[config.mk]
export PLATFORM = sky130hd
export DESIGN_NAME = izvd_sqrt
export DESIGN_NICKNAME = d
export VERILOG_FILES = /design/src/rtl/izvd_pkg.sv /design/src/rtl/izvd_sqrt.sv
export SDC_FILE = /design/constraint.sdc
export NUM_CORES = 1
export LEC_CHECK = 0
export CORE_ASPECT_RATIO = 1.25
export CORE_MARGIN = 2
export CORE_UTILIZATION = 30
export CTS_BUF_LIST = sky130_fd_sc_hd__clkbuf_8
export DETAILED_ROUTE_END_ITERATION = 8
export DONT_BUFFER_PORTS = 1
export GPL_ROUTABILITY_DRIVEN = 0
export MAX_ROUTING_LAYER = met4
export PLACE_DENSITY_LB_ADDON = 0.3
export SYNTH_ARGS = -nofsm -noshare
export SYNTH_HDL_FRONTEND = slang
export SYNTH_SLANG_ARGS = --single-unit
export TNS_END_PERCENT = 100
[constraint.sdc]
create_clock -name clock -period 2.8 [get_ports clock]
set_input_delay 0.7 -clock clock [delete_from_list [all_inputs] [get_ports clock]]
set_output_delay 0.7 -clock clock [all_outputs]
set_load 0.03 [all_outputs]
[src/rtl/izvd_pkg.sv]
// ----------------------------------------------------------------------------
// IMU zero-velocity detector package
// Shared widths, register indexes and helpers for the detector.
// ----------------------------------------------------------------------------
package izvd_pkg;

   localparam int COMP_W  = 32;             // one vector component
   localparam int ROOT_W  = 32;             // norm width
   localparam int RAD_W   = 2 * ROOT_W;     // sum of squares width
   localparam int CSR_AW  = 2;
   localparam int CSR_DW  = 32;
   localparam int SPEED_FRAC = 24;
   localparam int TURN_FRAC  = 30;

   typedef enum logic [CSR_AW-1:0] {
      CSR_SPEED_LIMIT  = 2'd0,
      CSR_TURN_LIMIT   = 2'd1,
      CSR_SPEED_SPREAD = 2'd2,
      CSR_TURN_SPREAD  = 2'd3
   } csr_index_type;

   localparam logic [CSR_DW-1:0] SPEED_LIMIT_RST  = 32'd1644167;
   localparam logic [CSR_DW-1:0] TURN_LIMIT_RST   = 32'd117447;
   localparam logic [CSR_DW-1:0] SPEED_SPREAD_RST = 32'd82208;
   localparam logic [CSR_DW-1:0] TURN_SPREAD_RST  = 32'd391;

   // magnitude of a two's complement component; -2^31 maps to 2^31
   function automatic logic [COMP_W-1:0] comp_mag(input logic [COMP_W-1:0] v);
      comp_mag = v[COMP_W-1] ? (~v + COMP_W'(1)) : v;
   endfunction

endpackage

[src/rtl/izvd_sqrt.sv]
// ----------------------------------------------------------------------------
// Digit-serial integer square root
// Restoring root, one radicand digit pair and one root bit per cycle.
// ----------------------------------------------------------------------------
module izvd_sqrt (
   input  logic                       clock,
   input  logic                       reset,
   input  logic                       start,
   input  logic [izvd_pkg::RAD_W-1:0] radicand,
   output logic                       done,
   output logic [izvd_pkg::ROOT_W-1:0] root
);
   import izvd_pkg::*;

   localparam int REM_W = ROOT_W + 1;
   localparam int SH_W  = ROOT_W + 3;
   localparam int CNT_W = $clog2(ROOT_W);

   logic [RAD_W-1:0]  rad_ff;
   logic [REM_W-1:0]  rem_ff, rem_in;
   logic [ROOT_W-1:0] root_ff, root_in;
   logic [CNT_W-1:0]  cnt_ff;
   logic              run_ff, done_ff;
   logic [SH_W-1:0]   rem_sh, trial;
   logic              fits;

   always_comb begin
      rem_sh  = {rem_ff, rad_ff[RAD_W-1 -: 2]};
      trial   = {1'b0, root_ff, 2'b01};
      fits    = rem_sh >= trial;
      rem_in  = fits ? REM_W'(rem_sh - trial) : REM_W'(rem_sh);
      root_in = {root_ff[ROOT_W-2:0], fits};
   end

   always_ff @(posedge clock) begin
      if (reset) begin
         run_ff  <= 1'b0;
         done_ff <= 1'b0;
         cnt_ff  <= '0;
      end else begin
         done_ff <= run_ff && !start && (cnt_ff == CNT_W'(ROOT_W - 1));
         if (start) begin
            run_ff <= 1'b1;
            cnt_ff <= '0;
         end else if (run_ff) begin
            cnt_ff <= cnt_ff + CNT_W'(1);
            if (cnt_ff == CNT_W'(ROOT_W - 1)) begin
               run_ff <= 1'b0;
            end
         end
      end
   end

   always_ff @(posedge clock) begin
      if (start) begin
         rad_ff  <= radicand;
         rem_ff  <= '0;
         root_ff <= '0;
      end else if (run_ff) begin
         rad_ff  <= rad_ff << 2;
         rem_ff  <= rem_in;
         root_ff <= root_in;
      end
   end

   assign done = done_ff;
   assign root = root_ff;
endmodule

==> results_dict.tcl <==
set metrics [dict create \
    cts.sinks 136 \
    slew_headroom 0.581 \
    fill_cells 2462 \
    period_share 0.977 \
    die_y_um 179 \
    netlist_top_cells_area "edfxtp_1 26%, dfxtp_1 20%, mux2_2 9.8%" \
    synth-xor-area-share 0.0320 \
    drtIter0Drc 248 \
    p_int_w 0.00523 \
    cp.required_ps 3160 \
    syn_avg_cell_area_sq_um 9.95 \
    synthTopCellsByCount "90 x nor2_1, 72 x dfxtp_1, 66 x nand2_1" \
    muxShareOfSynthArea 0.146 \
    cts_buffer_depth 2 \
    cts_buffers 17 \
    crit_type "reg -> reg" \
    synth_top_family_by_area "multiplexers" \
    yosysMostFrequentCell "nor2_1" \
    leakagePower_nw 3.54 \
    dp_cells 1111 \
    grt_max_degree 136 \
    p_comb_frac 0.490 \
    area_growth_pct 25.7 \
    grt_pass1_wl_um 27400 \
    vdd_ir_drop_max_v 0.000592 \
    syn_nets 845 \
    r2r_slack_ps 60 \
    ys.flop_type "dfxtp_1" \
    yosysUniqueCellTypes 53 \
    core_area_sq_mm 0.0243 \
    root_buffer "clkbuf_8" \
    setup_viol 0 \
    arrival_ps 3100 \
    layout-drive-gt1-share 0.339 \
    wl_um 17400 \
    synth_edf_count 64 \
    syn-cell-area_sq_mm 0.00739 \
    multi_input_area_sq_mm 0.00410 \
    grtUsageTotal 0.136 \
    final-seq-area_sq_mm 0.00340 \
    antenna_found_initial 5 \
    netSwitchingFraction 0.373 \
    fin_crit_ps 2740 \
    worstHoldPathType "in -> reg" \
    post-route-util 0.382 \
    holdBufCountCts 0 \
    netlist_instances 742 \
    final_antenna_net_count 0 \
    yosys.area.top_type_share 0.260 \
    rows 64 \
    synth_fa_ha_area_frac 0.0610 \
    synth_compound_area_frac 0.129 \
    fin_nets 911 \
    critPathMaxFanout 6 \
    seqPwrFrac 0.297 \
    htreeDepth 4 \
    synth-warning-count 0 \
    switching_power_w 0.00311 \
    pwr-share-clk 0.213 \
    maxCapViolations 0 \
    yosys.area_share.simple 0.131 \
    status "completed" \
    rsz0062_at_grt "true" \
    finalHoldViolCount 0 \
    first_pass_iters 6 \
    clk_pin_slew_ps 90 \
    clk_latency_ps 450 \
    synth_seq_area_share 0.455 \
    io-pin-count 100 \
    dieArea_sq_mm 0.0259 \
    finalMaxSlewViolations 0 \
    portBuffers 0 \
    start_util 0.303 \
    routedWlPerCell_um 15.1 \
    async_flop_share 0 \
    endpoint_kind "flip-flop" \
    worst_clock_skew_ps 15.1 \
    vias 5558 \
    grt_pass1_vias 5562 \
    tns_ps 0 \
    stdcell_count 1157 \
    ys_seq_elements 136 \
    dpl.hpwl_um 11900 \
    tightestPinTransition_ps 629 \
    grt-ovfl-total 0 \
    via_per_inst 4.80 \
    yosys.area.top_type "edfxtp_1" \
    cts_tree "yes" \
    max_freq_ghz 0.366 \
    drc 0 \
    power_density_mw_per_mm2 898 \
    fp.dieW_um 144 \
    cp-start-kind "flip-flop" \
]
-- per-stage QoR --
stage	total power, W	hold WS, ps	worst slack, ps	instance area [sq um]
2_1_floorplan	0.00477	465	5.79	7420
3_3_place_gp	0.00588	480	14.8	8320
3_5_place_dp	0.00589	484	-35.6	8320
4_1_cts	0.00776	280	2.86	8770
5_1_grt	0.00890	272	-53.7	9290
6_report	0.00834	308	64.2	9290
-- critical path, cell delays in order (launching register included) --
cell	delay, ps
dfxtp_1	380
ha_4	190
a211oi_2	250
o21ai_1	90
a221o_1	370
a2bb2oi_2	170
a21o_1	210
o31a_1	340
buf_6	200
clkbuf_16	160
nand2_4	40
a311oi_2	240
-- layout by cell type (no fill, tap or decap), types with 6 or more instances in the layout --
cell type and instances:
a211oi_1 6, a21o_1 11, a21oi_1 34, a311oi_1 10, a311oi_2 12, buf_4 77, clkbuf_8 17, dfxtp_1 47
dfxtp_2 21, diode_2 6, edfxtp_1 64, ha_1 20, ha_4 14, inv_1 39, inv_2 7, mux2_2 64
mux2i_1 36, nand2_1 56, nand3_1 9, nand4_1 9, nor2_1 88, nor3_1 7, o21ai_0 16, o21ai_1 7
xnor2_1 17, xor2_1 10
-- registers in the layout, summed over array words and instances, names as in the netlist --
signal / flops
done: 1
rem_ff: 33
root: 32
run_ff: 1
cnt_ff: 5
rad_ff: 64
-- per-layer routing --
layer / part of all wire / wire, um / GRT usage
met5: 0 / 0 / -
met4: 0.012 / 210 / 0.0330
met3: 0.077 / 1350 / 0.0559
met2: 0.50 / 8650 / 0.222
met1: 0.42 / 7240 / 0.155
-- worst paths after layout --
check / from / endpoint / cells past startpoint
hold reg to reg: rem_ff[17] / rem_ff[19] / 2
setup reg to reg: rem_ff[9] / rem_ff[7] / 11
setup / recovery: rem_ff[9] / rem_ff[7] / 11
hold / removal: reset / run_ff / 1
-- what timing repair did --
item                                    in CTS  in global routing
buffers inserted                             1                  5
resized for setup                            3                 97
pin swaps                                    1                 40
endpoints found under the setup margin      10                 31
cloned                                       0                  2
-- final cells by class --
class / instances / share of cell area
multi-input combinational: 520 / 0.441
sequential: 136 / 0.367
timing repair buffer: 87 / 0.0820
tap: 330 / 0.0445
clock buffer: 17 / 0.0252
clock inverter: 15 / 0.0206
inverter: 46 / 0.0186
antenna: 6 / 0.00162
-- cell families (layout without fill, tap and decap cells) --
family	Yosys count	count (layout)
other	0	6
adder cells (fa/ha/maj)	36	36
XOR/XNOR	27	27
AND/OR/NAND/NOR	219	219
AO/OA/AOI/OAI	138	138
multiplexers	100	100
buffers and inverters	86	165
flip-flops	136	136
-- power by group through the flow --
stage / Sequential, W / Clock, W / Combinational [W]
floorplan: 0.00244 / 0 / 0.00233
finish: 0.00248 / 0.00177 / 0.00409
CTS: 0.00245 / 0.00184 / 0.00348
detailed placement: 0.00249 / 0 / 0.00340
global route: 0.00251 / 0.00192 / 0.00447
global placement: 0.00249 / 0 / 0.00338
Note: power is estimated with default switching activity, not from simulation.
